### config.mk
export PLATFORM = sky130hd
export DESIGN_NAME = luhn_card_number_classifier
export DESIGN_NICKNAME = d
export VERILOG_FILES = /design/src/rtl/lcc_pkg.sv /design/src/rtl/lcc_accum.sv /design/src/rtl/luhn_card_number_classifier.sv
export SDC_FILE = /design/constraint.sdc
export NUM_CORES = 1
export LEC_CHECK = 0
export BUFFER_PORTS_ARGS = -buffer_cell sky130_fd_sc_hd__buf_2
export CORE_AREA = 2 2 71 73
export CTS_CLUSTER_DIAMETER = 50
export DETAILED_ROUTE_END_ITERATION = 16
export DIE_AREA = 0 0 73 75
export GPL_ROUTABILITY_DRIVEN = 0
export MAX_ROUTING_LAYER = met4
export PLACE_DENSITY = 0.84
export SLEW_MARGIN = 20
export SYNTH_ARGS = -nofsm -noshare
export SYNTH_HDL_FRONTEND = slang
export SYNTH_SLANG_ARGS = --single-unit
export TNS_END_PERCENT = 50
### constraint.sdc
create_clock -name clk -period 8.4 [get_ports clk]
set_clock_uncertainty 0.2 [all_clocks]
set_input_delay 0.42 -clock clk [delete_from_list [all_inputs] [get_ports clk]]
set_output_delay 0.42 -clock clk [all_outputs]
set_load 0.01 [all_outputs]
### src/rtl/lcc_pkg.sv
// Shared types, constants and helper functions for the Luhn card number classifier.
package lcc_pkg;

    localparam int unsigned MAX_DIGITS_DEFAULT = 16;
    localparam int unsigned VISA_LEN_SHORT = 13;
    localparam int unsigned VISA_LEN_LONG = 16;

    localparam logic [7:0] ASCII_ZERO = 8'h30;
    localparam logic [7:0] ASCII_NINE = 8'h39;

    typedef logic [3:0] digit_t;

    typedef enum logic [1:0] {
        VERDICT_INVALID    = 2'd0,
        VERDICT_AMEX       = 2'd1,
        VERDICT_MASTERCARD = 2'd2,
        VERDICT_VISA       = 2'd3
    } verdict_t;

    // One character of the number as it moves from the input register to the accumulator.
    typedef struct packed {
        logic [7:0] char_code;
        logic       last_char;
    } lcc_item_t;

    // Doubled Luhn digit: 2d below ten, otherwise 2d minus nine.
    function automatic digit_t luhn_double(input digit_t d);
        logic [4:0] t;
        begin
            t = {d, 1'b0};
            luhn_double = (t < 5'd10) ? t[3:0] : 4'(t - 5'd9);
        end
    endfunction

    // Sum of two values in 0..9, reduced mod ten.
    function automatic digit_t add_mod10(input digit_t a, input digit_t b);
        logic [4:0] s;
        begin
            s = {1'b0, a} + {1'b0, b};
            add_mod10 = (s >= 5'd10) ? 4'(s - 5'd10) : s[3:0];
        end
    endfunction

endpackage

### src/rtl/lcc_accum.sv
// Running Luhn sums, digit count and prefix capture, with the end-of-number verdict.
module lcc_accum
    import lcc_pkg::*;
#(
    parameter int unsigned MAX_DIGITS = MAX_DIGITS_DEFAULT
)
(
    input  logic      clk,
    input  logic      rst_n,
    input  logic      step,
    input  lcc_item_t item,
    output verdict_t  verdict
);

    localparam int unsigned CNT_W = $clog2(MAX_DIGITS + 1);

    logic [CNT_W-1:0] digit_count_reg, digit_count_next;
    digit_t           sum_even_reg, sum_even_next;
    digit_t           sum_odd_reg, sum_odd_next;
    digit_t           first_digit_reg, first_digit_next;
    digit_t           second_digit_reg, second_digit_next;
    logic             bad_input_reg, bad_input_next;

    logic   is_digit;
    logic   has_room;
    digit_t d;
    digit_t dd;
    digit_t sum_sel;

    always_comb
    begin
        is_digit = (item.char_code >= ASCII_ZERO) && (item.char_code <= ASCII_NINE);
        has_room = 32'(digit_count_reg) < 32'(MAX_DIGITS);
        d        = 4'(item.char_code - ASCII_ZERO);
        dd       = luhn_double(d);

        digit_count_next  = digit_count_reg;
        sum_even_next     = sum_even_reg;
        sum_odd_next      = sum_odd_reg;
        first_digit_next  = first_digit_reg;
        second_digit_next = second_digit_reg;
        bad_input_next    = bad_input_reg;

        if (!is_digit || !has_room)
        begin
            bad_input_next = 1'b1;
        end
        else
        begin
            if (!digit_count_reg[0])
            begin
                sum_even_next = add_mod10(sum_even_reg, dd);
                sum_odd_next  = add_mod10(sum_odd_reg, d);
            end
            else
            begin
                sum_even_next = add_mod10(sum_even_reg, d);
                sum_odd_next  = add_mod10(sum_odd_reg, dd);
            end
            if (digit_count_reg == '0)
            begin
                first_digit_next = d;
            end
            else if (digit_count_reg == CNT_W'(1))
            begin
                second_digit_next = d;
            end
            digit_count_next = digit_count_reg + CNT_W'(1);
        end

        // The verdict looks at the state including this character.
        sum_sel = digit_count_next[0] ? sum_odd_next : sum_even_next;
        if (bad_input_next || (sum_sel != 4'd0))
        begin
            verdict = VERDICT_INVALID;
        end
        else if ((first_digit_next == 4'd3)
                 && ((second_digit_next == 4'd4) || (second_digit_next == 4'd7)))
        begin
            verdict = VERDICT_AMEX;
        end
        else if ((first_digit_next == 4'd5)
                 && (second_digit_next >= 4'd1) && (second_digit_next <= 4'd5))
        begin
            verdict = VERDICT_MASTERCARD;
        end
        else if ((first_digit_next == 4'd4)
                 && ((32'(digit_count_next) == VISA_LEN_SHORT)
                     || (32'(digit_count_next) == VISA_LEN_LONG)))
        begin
            verdict = VERDICT_VISA;
        end
        else
        begin
            verdict = VERDICT_INVALID;
        end
    end

    always_ff @(posedge clk or negedge rst_n)
    begin
        if (!rst_n)
        begin
            digit_count_reg  <= '0;
            sum_even_reg     <= '0;
            sum_odd_reg      <= '0;
            first_digit_reg  <= '0;
            second_digit_reg <= '0;
            bad_input_reg    <= 1'b0;
        end
        else if (step)
        begin
            if (item.last_char)
            begin
                digit_count_reg  <= '0;
                sum_even_reg     <= '0;
                sum_odd_reg      <= '0;
                first_digit_reg  <= '0;
                second_digit_reg <= '0;
                bad_input_reg    <= 1'b0;
            end
            else
            begin
                digit_count_reg  <= digit_count_next;
                sum_even_reg     <= sum_even_next;
                sum_odd_reg      <= sum_odd_next;
                first_digit_reg  <= first_digit_next;
                second_digit_reg <= second_digit_next;
                bad_input_reg    <= bad_input_next;
            end
        end
    end

endmodule

### src/rtl/luhn_card_number_classifier.sv
// Top level of the Luhn card number classifier: input register, accumulator, result register.
//
//   Channel   Direction  tdata (low bit up)            tlast         Transfer
//   s_axis    in         char_code[7:0]                last_char     one ASCII character
//   m_axis    out        verdict[1:0], zeros to bit 7  (none)        one verdict per number
//
// One character is taken in every cycle while s_axis_tready is high. A character waits in
// the input register until it advances; the accumulator then folds it into the running sums
// and, for a final character, the verdict is loaded into the result register, so a verdict
// passes through the input register and the result register before it is offered.
// Reset clears both valid flags and all accumulator state. A waiting verdict only holds
// back a following final character; other characters keep flowing while m_axis stalls.
module luhn_card_number_classifier
    import lcc_pkg::*;
#(
    parameter int unsigned MAX_DIGITS = MAX_DIGITS_DEFAULT
)
(
    input  logic       clk,
    input  logic       rst_n,

    input  logic       s_axis_tvalid,
    output logic       s_axis_tready,
    input  logic [7:0] s_axis_tdata,   // [7:0] char_code
    input  logic       s_axis_tlast,   // last_char

    output logic       m_axis_tvalid,
    input  logic       m_axis_tready,
    output logic [7:0] m_axis_tdata    // [1:0] verdict, [7:2] zero
);

    logic      in_valid_reg;
    lcc_item_t in_item_reg;
    logic      out_valid_reg, out_valid_next;
    verdict_t  verdict_reg;
    verdict_t  verdict_now;
    logic      advance;

    // The held character moves on unless it is a final one and the result slot is full and not being taken.
    assign advance       = in_valid_reg
                           && (!in_item_reg.last_char || !out_valid_reg || m_axis_tready);
    assign s_axis_tready = !in_valid_reg || advance;

    always_ff @(posedge clk or negedge rst_n)
    begin
        if (!rst_n)
        begin
            in_valid_reg <= 1'b0;
        end
        else if (s_axis_tready)
        begin
            in_valid_reg <= s_axis_tvalid;
        end
    end

    always_ff @(posedge clk)
    begin
        if (s_axis_tready && s_axis_tvalid)
        begin
            in_item_reg.char_code <= s_axis_tdata;
            in_item_reg.last_char <= s_axis_tlast;
        end
    end

    lcc_accum #(
        .MAX_DIGITS (MAX_DIGITS)
    ) u_accum (
        .clk     (clk),
        .rst_n   (rst_n),
        .step    (advance),
        .item    (in_item_reg),
        .verdict (verdict_now)
    );

    always_comb
    begin
        out_valid_next = out_valid_reg && !m_axis_tready;
        if (advance && in_item_reg.last_char)
        begin
            out_valid_next = 1'b1;
        end
    end

    always_ff @(posedge clk or negedge rst_n)
    begin
        if (!rst_n)
        begin
            out_valid_reg <= 1'b0;
        end
        else
        begin
            out_valid_reg <= out_valid_next;
        end
    end

    always_ff @(posedge clk)
    begin
        if (advance && in_item_reg.last_char)
        begin
            verdict_reg <= verdict_now;
        end
    end

    assign m_axis_tvalid = out_valid_reg;
    assign m_axis_tdata  = {6'b0, verdict_reg};

endmodule
==> impl_metrics.json, run 1 <==
{
  "fin_setup_tns_ns": 0,
  "dp_hpwl_mm": 4.90,
  "critPathBufInv": 3,
  "tritoncts": "built",
  "seq_area_frac_synth": 0.311,
  "multiInputGateArea_mm2": 0.00189,
  "required_ns": 8.39,
  "core_mm2": 0.00466,
  "ios": 23,
  "grt_pass1_wl_mm": 11.1,
  "critPathCaptureType": "flip-flop",
  "drive_above_1_share": 0.108,
  "slew_headroom": 0.495,
  "reg2reg_from": "in_item_reg[2]",
  "insertion_delay_ns": 0.30,
  "area_growth_pct": 6.28,
  "cts_max_level": 2,
  "dieArea_mm2": 0.00548,
  "synth_ff_type": "dfrtp_1",
  "cts_buffer_depth": 2,
  "regArea_um2": 931,
  "path_max_fanout": 10,
  "fin_ws_ns": 4.19,
  "synth.ff_latch_count": 35,
  "cp-startpoint": "in_item_reg[2]",
  "arrival_ns": 4.20,
  "rsz0062_at_grt": "false",
  "syn_inst": 333,
  "crit_slowest_cell": "edfxtp_1",
  "maxCapViolCount": 0,
  "synth_edf_count": 11,
  "power.leakage_nw": 1.40,
  "crit_chain": "inv_1 > ha_1 > inv_1 > a21oi_1 > xnor2_1 > inv_1 > fa_1 > xor2_1 > ha_1 > a21boi_0 > o21ai_0 > a21oi_1 > xnor2_1 > a21oi_1 > a22o_1",
  "power_mw": 0.675,
  "max_stage_delay_ns": 0.56,
  "cp.depth": 15,
  "finalMaxSlewViolations": 0,
  "routed_wl_mm": 6.62,
  "antenna_found_initial": 0,
  "dr.pass1.iters": 5,
  "powerDensity_mw_per_mm2": 212,
  "drcViolationCount": 0,
  "r2r_cells": 15,
  "dp.cells": 388,
  "dp_slack_ns": 4.24,
  "final_area_mm2": 0.00318,
  "nFillCells": 368,
  "die_w_um": 73,
  "postCtsSetupRepairBufs": 0,
  "drt-initial-drc-count": 244,
  "largest_reg_flops": 9,
  "critPathTopFamily": "compound AO/OA/AOI/OAI gates",
  "grt-ovfl-total": 0,
  "ir_worst_vdd_mv": 0.147,
  "track_usage": 0.272,
  "die_h_um": 75,
  "hp-class": "in2reg",
  "grt_pass1_vias": 2336,
  "instances_no_fill": 397,
  "port_buffers": 16,
  "dr_total_vias": 2499,
  "fmax_mhz": 237,
  "synth_area_mm2": 0.00299,
  "num-nets-final": 385,
  "crit_end": "u_accum.sum_odd_reg[1]",
  "status": "finished, final reports clean",
  "setup_viol": 0,
  "insertedDiodeCount": 0,
  "synth.distinct_cells": 64,
  "cp-start-kind": "flip-flop",
  "root_buffer": "clkbuf_8",
  "cts_buffers": 5,
  "clock-sinks": 35,
  "path_class": "reg2reg",
  "synth.avg_cell_area_um2": 8.98,
  "yosysWarnings": 0,
  "worstMarginPinSlew_ns": 0.758,
  "holdCritStartpoint": "s_axis_tdata[0]",
  "async_flop_share": 0.686,
  "ant_nets": 0,
  "clk_pin_slew_ns": 0.08,
  "finalHoldViolCount": 0,
  "r2r_end": "u_accum.sum_odd_reg[1]",
  "start_util": 0.642,
  "vias_per_cell": 6.29,
  "period_share": 0.502,
  "postPlaceCellArea_mm2": 0.00305,
  "rows": 25,
  "grt_max_degree": 25,
  "period_needed_ns": 4.21,
  "wl_per_cell_um": 16.7,
  "r2r_setup_slack_ns": 4.19
}
[layer usage]
metal,global-route usage,vias up,part of all wire
met2,0.426,84,0.47
met1,0.357,1176,0.47
met5,-,-,0
met3,0.0482,14,0.052
met4,0.0905,0,0.016
li1,-,1225,-
[worst min-delay path by stage]
| stage | end | depth (start not counted) |
|---|---|---|
| 5_1_grt | in_item_reg[1] | 1 |
| 3_3_place_gp | u_accum.first_digit_reg[3] | 1 |
| 4_1_cts | in_item_reg[1] | 1 |
| 2_1_floorplan | in_valid_reg | 0 |
| 3_5_place_dp | u_accum.first_digit_reg[0] | 1 |
| 6_report | in_item_reg[1] | 1 |
[per-stage QoR]
| step | util | hold slack [ns] |
|---|---|---|
| after floorplan | - | -0.0756 |
| after global placement | 0.655 | 0.245 |
| after detailed placement | 0.655 | 0.244 |
| after CTS | 0.682 | 0.0927 |
| after global routing | 0.682 | 0.0893 |
| final | 0.682 | 0.0945 |
[synth_stat cells (2+ instances only)]
cell type | count | area share
a21oi_1 | 24 | 0.040
nand3b_1 | 2 | 0.0050
fa_1 | 4 | 0.027
inv_1 | 23 | 0.029
a22oi_1 | 8 | 0.020
xnor2_1 | 9 | 0.026
clkbuf_1 | 12 | 0.015
nor2_1 | 27 | 0.034
o21ai_0 | 21 | 0.035
a21boi_0 | 3 | 0.0075
nand4_1 | 3 | 0.0063
nand2_1 | 27 | 0.034
nor4_1 | 3 | 0.0063
edfxtp_1 | 11 | 0.11
o21bai_1 | 3 | 0.0075
o22ai_1 | 2 | 0.0042
a21o_1 | 6 | 0.015
nand3_1 | 7 | 0.012
xor2_1 | 5 | 0.015
dfrtp_1 | 24 | 0.20
mux2i_1 | 12 | 0.040
a31oi_1 | 4 | 0.0084
and2_1 | 3 | 0.0063
nor3b_1 | 2 | 0.0050
nand2b_1 | 2 | 0.0042
ha_1 | 26 | 0.11
buf_4 | 6 | 0.015
nor3_1 | 4 | 0.0067
o211ai_1 | 3 | 0.0075
a22o_1 | 3 | 0.0088
a211oi_1 | 6 | 0.015
a221o_1 | 2 | 0.0067
and3_1 | 4 | 0.0084
nor2b_1 | 2 | 0.0042
[cell families after synthesis]
logic type | synth area share
AOI/OAI and AO/OA | 0.244
xor gates and xnor gates | 0.0410
adders and majority gates | 0.136
buffers and inverters | 0.0640
DFF | 0.311
muxes | 0.0402
other | 0.00125
and+or+nand+nor | 0.162
[cell type report]
| cell class | count | share of cell area |
|---|---|---|
| Tap cell | 54 | 0.0213 |
| Timing Repair Buffer | 17 | 0.0283 |
| Sequential cell | 35 | 0.293 |
| Clock inverter | 3 | 0.0150 |
| Clock buffer | 5 | 0.0217 |
| Multi-Input combinational cell | 260 | 0.594 |
| Inverter | 23 | 0.0272 |
[report_power, final]
part           internal, mW  switching [mW]
Sequential            0.200          0.0421
Clock                0.0900          0.0697
Combinational         0.118           0.154
Total                 0.408           0.266
[timing repair]
action / CTS / global route
gates resized for setup: 0 / 0
hold buffers: 1 / 0
setup endpoints to repair: 0 / 0
endpoints found under the hold margin: 24 / 0
[cell usage in the layout, fill, tap and decap left out, types with 6 or more instances in the layout]
cell / count
a211oi_1: 6
a21o_1: 6
a21oi_1: 24
a22oi_1: 8
buf_2: 16
conb_1: 6
dfrtp_1: 24
edfxtp_1: 11
ha_1: 26
inv_1: 23
mux2i_1: 12
nand2_1: 27
nand3_1: 7
nor2_1: 27
o21ai_0: 21
xnor2_1: 9
Power figures use the tool's default switching activity.
==> run 2, diff against run 1 <==
- CORE_AREA: 2 2 71 73 -> 2 2 74 76
- DIE_AREA: 0 0 73 75 -> 0 0 76 78
- PLACE_DENSITY: 0.84 -> 0.78
- clock period: 8.4 -> 4 ns (I/O delays scaled with it)
==> run 2 against run 1 <==
  * Via count increased by 4.3%
  * Setup slack got worse by 3.9 ns
  * Critical path depth unchanged
  * Highest routed layer unchanged
  * Maximum frequency increased by 15%
  * Wire length increased by 8.6%
  * Non-clock buffer count increased by 17
  * First-iteration DRC count decreased by 2.0%
  * Flip-flop and latch count unchanged
  * Final area increased by 5.9%
  * Critical path type unchanged
  * Sequential power increased by 100%
==> impl_metrics.json, run 2 (synthesis gave the netlist of run 1 again) <==
{
  "period_needed_ns": 3.68,
  "p_switching_mw": 0.577,
  "die_h_um": 78,
  "path_max_fanout": 3,
  "dieArea_mm2": 0.00593,
  "cp-start-kind": "flip-flop",
  "status": "finished, final reports clean",
  "cts_max_level": 2,
  "fmax_mhz": 272,
  "grt_pass1_vias": 2554,
  "drt-initial-drc-count": 239,
  "r2r_setup_slack_ns": 0.32,
  "power.leakage_nw": 1.48,
  "clock_power_share": 0.234,
  "p_comb_frac": 0.434,
  "start_util": 0.593,
  "arrival_ns": 3.66,
  "internal-power_mw": 0.879,
  "insertion_delay_ns": 0.30,
  "critPathCaptureType": "flip-flop",
  "area_growth_pct": 12.6,
  "ios": 23,
  "grt_max_degree": 25,
  "cts_buffers": 5,
  "dp_hpwl_mm": 5.25,
  "routed_wl_mm": 7.20,
  "dr.pass1.iters": 5,
  "multiInputGateArea_mm2": 0.00190,
  "tritoncts": "built",
  "slew_headroom": 0.522,
  "switching_share": 0.396,
  "antenna_found_initial": 0,
  "grt-ovfl-total": 0,
  "insertedDiodeCount": 0,
  "setup_viol": 0,
  "seq_power_share": 0.332,
  "worstMarginPinSlew_ns": 0.710,
  "root_buffer": "clkbuf_8",
  "nFillCells": 387,
  "cts_buffer_depth": 2,
  "hp-class": "in2reg",
  "port_buffers": 16,
  "postCtsSetupRepairBufs": 0,
  "fin_setup_tns_ns": 0,
  "maxCapViolCount": 0,
  "clk_pin_slew_ns": 0.08,
  "layout_common_cells": "nor2_1, nand2_1, ha_1, dfrtp_1, inv_1",
  "finalHoldViolCount": 0,
  "largest_reg_flops": 9,
  "ant_nets": 0,
  "core_mm2": 0.00504,
  "num-nets-final": 402,
  "ir_worst_vdd_mv": 0.258,
  "drcViolationCount": 0,
  "power_mw": 1.46,
  "required_ns": 3.99,
  "drive_above_1_share": 0.131,
  "rsz0062_at_grt": "false",
  "regArea_um2": 931,
  "powerDensity_mw_per_mm2": 432,
  "grt_pass1_wl_mm": 12.1,
  "vias_per_cell": 6.06,
  "dr_total_vias": 2607,
  "path_class": "reg2reg",
  "finalMaxSlewViolations": 0,
  "clock-sinks": 35,
  "period_share": 0.920,
  "rows": 26,
  "wl_per_cell_um": 16.7,
  "track_usage": 0.264,
  "die_w_um": 76
}
## run 2: final timing paths
kind,endpoint,start,cells past startpoint
worst max-delay path,u_accum.sum_even_reg[2],in_item_reg[1],15
worst min-delay path,m_axis_tvalid,m_axis_tready,3
worst max register to register,u_accum.sum_even_reg[2],in_item_reg[1],15
worst min register to register,u_accum.first_digit_reg[0],u_accum.first_digit_reg[0],2
max in group asynchronous,in_valid_reg,rst_n,2
min in group asynchronous,u_accum.bad_input_reg,rst_n,2
## run 2: area by class of cell
class                      instances  area share
sequential                        35       0.277
clock buffer                       5      0.0204
inverter                          23      0.0257
timing repair buffer              34      0.0721
tap                               70      0.0260
multi-input combinational        260       0.565
clock inverter                     3      0.0141
## run 2: per-layer routing
layer / GRT usage / share of wire / up-vias
met5: - / 0 / -
met4: 0.0909 / 0.025 / 0
met3: 0.0372 / 0.057 / 22
met2: 0.438 / 0.48 / 94
met1: 0.334 / 0.44 / 1235
li1: - / - / 1256
## run 2: stage by stage
step	area [µm²]	std cells	util	setup WS, ns	hold slack [ns]
3_3_place_gp	3120	411	0.620	0.354	0.0284
6_report	3370	430	0.667	0.322	0.0113
3_5_place_dp	3120	411	0.620	0.143	0.0435
2_1_floorplan	3010	338	-	0.171	-0.296
5_1_grt	3370	430	0.667	0.0272	0.0278
4_1_cts	3350	430	0.665	0.138	0.00923
## run 2: critical path, cell delays in order, from the launching register on
cell and delay (ns):
edfxtp_1 0.38, inv_1 0.11, ha_1 0.22, inv_1 0.10
a21oi_2 0.22, xnor2_1 0.21, inv_1 0.15, fa_1 0.46
xor2_2 0.20, ha_1 0.22, inv_1 0.07, a21o_1 0.17
a211oi_1 0.22, o21bai_1 0.15, mux2i_1 0.14, a221o_1 0.33
## run 2: timing repair
action,CTS,global route
resized for setup,0,3
hold endpoints to repair,34,0
setup endpoints to repair,0,4
hold buffers,11,0
## run 2: power groups by stage
| stage | Sequential, mW | Combinational, mW | Clock (mW) |
|---|---|---|---|
| 3_5_place_dp | 0.489 | 0.607 | 0 |
| 6_report | 0.483 | 0.632 | 0.340 |
| 3_3_place_gp | 0.487 | 0.584 | 0 |
| 4_1_cts | 0.482 | 0.620 | 0.342 |
| 2_1_floorplan | 0.466 | 0.485 | 0 |
| 5_1_grt | 0.494 | 0.701 | 0.359 |
==> run 3, diff against run 2 <==
- MAX_ROUTING_LAYER: met4 -> unset
==> run 3 against run 2 <==
  * Count of clock-buffer cells in the layout unchanged
  * Maximum frequency is essentially flat
  * Sequential share of layout area unchanged
  * Wire length shrank 0.18%
  * Core utilization did not move
  * First-iteration DRC count shrank 5.9%
  * Setup slack barely moved
  * Largest cell class unchanged
  * Highest routed layer unchanged
==> impl_metrics.json, run 3 (synthesis gave the netlist of run 1 again) <==
{
  "clk_pin_slew_ns": 0.08,
  "r2r_end": "u_accum.sum_even_reg[2]",
  "wl_per_cell_um": 16.7,
  "drive_above_1_share": 0.131,
  "path_max_fanout": 3,
  "root_buffer": "clkbuf_8",
  "instances_no_fill": 430,
  "cts_buffer_depth": 2,
  "tritoncts": "built",
  "clock-sinks": 35,
  "num-nets-final": 402,
  "rows": 26,
  "cp-startpoint": "in_item_reg[1]",
  "utilization": 0.667,
  "power_mw": 1.45,
  "ant_nets": 0,
  "postPlaceCellArea_mm2": 0.00312,
  "area_growth_pct": 12.6,
  "dp.cells": 411,
  "ios": 23,
  "fin_ws_ns": 0.321,
  "drt-initial-drc-count": 225,
  "layout_common_cells": "nor2_1, nand2_1, ha_1, dfrtp_1, inv_1",
  "maxCapViolCount": 0,
  "final_area_mm2": 0.00337,
  "fin_setup_tns_ns": 0,
  "core_mm2": 0.00504,
  "r2r_cells": 15,
  "grt-ovfl-total": 0,
  "crit_end": "u_accum.sum_even_reg[2]",
  "status": "finished, final reports clean",
  "nFillCells": 387,
  "vias_per_cell": 6.06,
  "die_w_um": 76,
  "fmax_mhz": 272,
  "dr.pass1.iters": 5,
  "rsz0062_at_grt": "false",
  "r2r_setup_slack_ns": 0.32,
  "dp_hpwl_mm": 5.25,
  "grt_pass1_wl_mm": 12.1,
  "slew_headroom": 0.531,
  "cp-start-kind": "flip-flop",
  "whs_ns": 0.0114,
  "finalMaxSlewViolations": 0,
  "finalHoldViolCount": 0,
  "postCtsSetupRepairBufs": 0,
  "hp-class": "in2reg",
  "drcViolationCount": 0,
  "start_util": 0.593,
  "insertedDiodeCount": 0,
  "dp_slack_ns": 0.143,
  "critPathCaptureType": "flip-flop",
  "antenna_found_initial": 0,
  "arrival_ns": 3.67,
  "powerDensity_mw_per_mm2": 432,
  "cts_max_level": 2,
  "required_ns": 3.99,
  "cts_buffers": 5,
  "dieArea_mm2": 0.00593,
  "port_buffers": 16,
  "insertion_delay_ns": 0.30,
  "period_needed_ns": 3.68,
  "period_share": 0.920,
  "ir_worst_vdd_mv": 0.258,
  "reg2reg_from": "in_item_reg[1]",
  "grt_max_degree": 25,
  "routed_wl_mm": 7.18,
  "worstMarginPinSlew_ns": 0.696,
  "die_h_um": 78,
  "grt_pass1_vias": 2556,
  "power.leakage_nw": 1.48,
  "setup_viol": 0,
  "track_usage": 0.256,
  "largest_reg_flops": 9,
  "dr_total_vias": 2606,
  "path_class": "reg2reg"
}
run 3: critical path: stages, from the launching register on:
cell,delay [ns]
edfxtp_1,0.38
inv_1,0.11
ha_1,0.22
inv_1,0.10
a21oi_2,0.22
xnor2_1,0.21
inv_1,0.15
fa_1,0.46
xor2_2,0.20
ha_1,0.22
inv_1,0.07
a21o_1,0.17
a211oi_1,0.22
o21bai_1,0.15
mux2i_1,0.14
a221o_1,0.33
run 3: power breakdown:
group          switching [mW]  internal, mW  leakage [nW]
Combinational           0.361         0.268         0.995
Sequential             0.0625         0.421         0.430
Clock                   0.152         0.189        0.0587
Total                   0.576         0.878          1.48
run 3: worst min path at each step:
stage,start,end,slack [ns],cells after the start
2_1_floorplan,rst_n,in_valid_reg,-0.30,0
3_3_place_gp,rst_n,u_accum.first_digit_reg[0],0.03,1
4_1_cts,m_axis_tready,m_axis_tvalid,0.009,3
3_5_place_dp,rst_n,u_accum.second_digit_reg[0],0.04,1
5_1_grt,m_axis_tready,m_axis_tvalid,0.03,3
6_report,m_axis_tready,m_axis_tvalid,0.01,3
run 3: timing repair:
| item | 4_1_cts | 5_1_grt |
|---|---|---|
| gates resized for setup | 0 | 3 |
| endpoints found under the setup margin | 0 | 4 |
| endpoints found under the hold margin | 34 | 0 |
| hold buffers | 11 | 0 |
run 3: final cells by class:
class / instances / area (µm²) / area share
Sequential cell: 35 / 931 / 0.277
Multi-Input combinational cell: 260 / 1900 / 0.565
Inverter: 23 / 86.3 / 0.0257
Clock inverter: 3 / 47.5 / 0.0141
Clock buffer: 5 / 68.8 / 0.0204
Timing Repair Buffer: 34 / 243 / 0.0721
Tap cell: 70 / 87.6 / 0.0260
run 3: per-layer routing:
| layer | wire length, µm | up-vias | GRT usage |
|---|---|---|---|
| met5 | 0 | - | 0 |
| met4 | 150 | 0 | 0.0909 |
| met3 | 350 | 14 | 0.0372 |
| met2 | 3550 | 84 | 0.438 |
| met1 | 3140 | 1252 | 0.333 |
| li1 | - | 1256 | - |
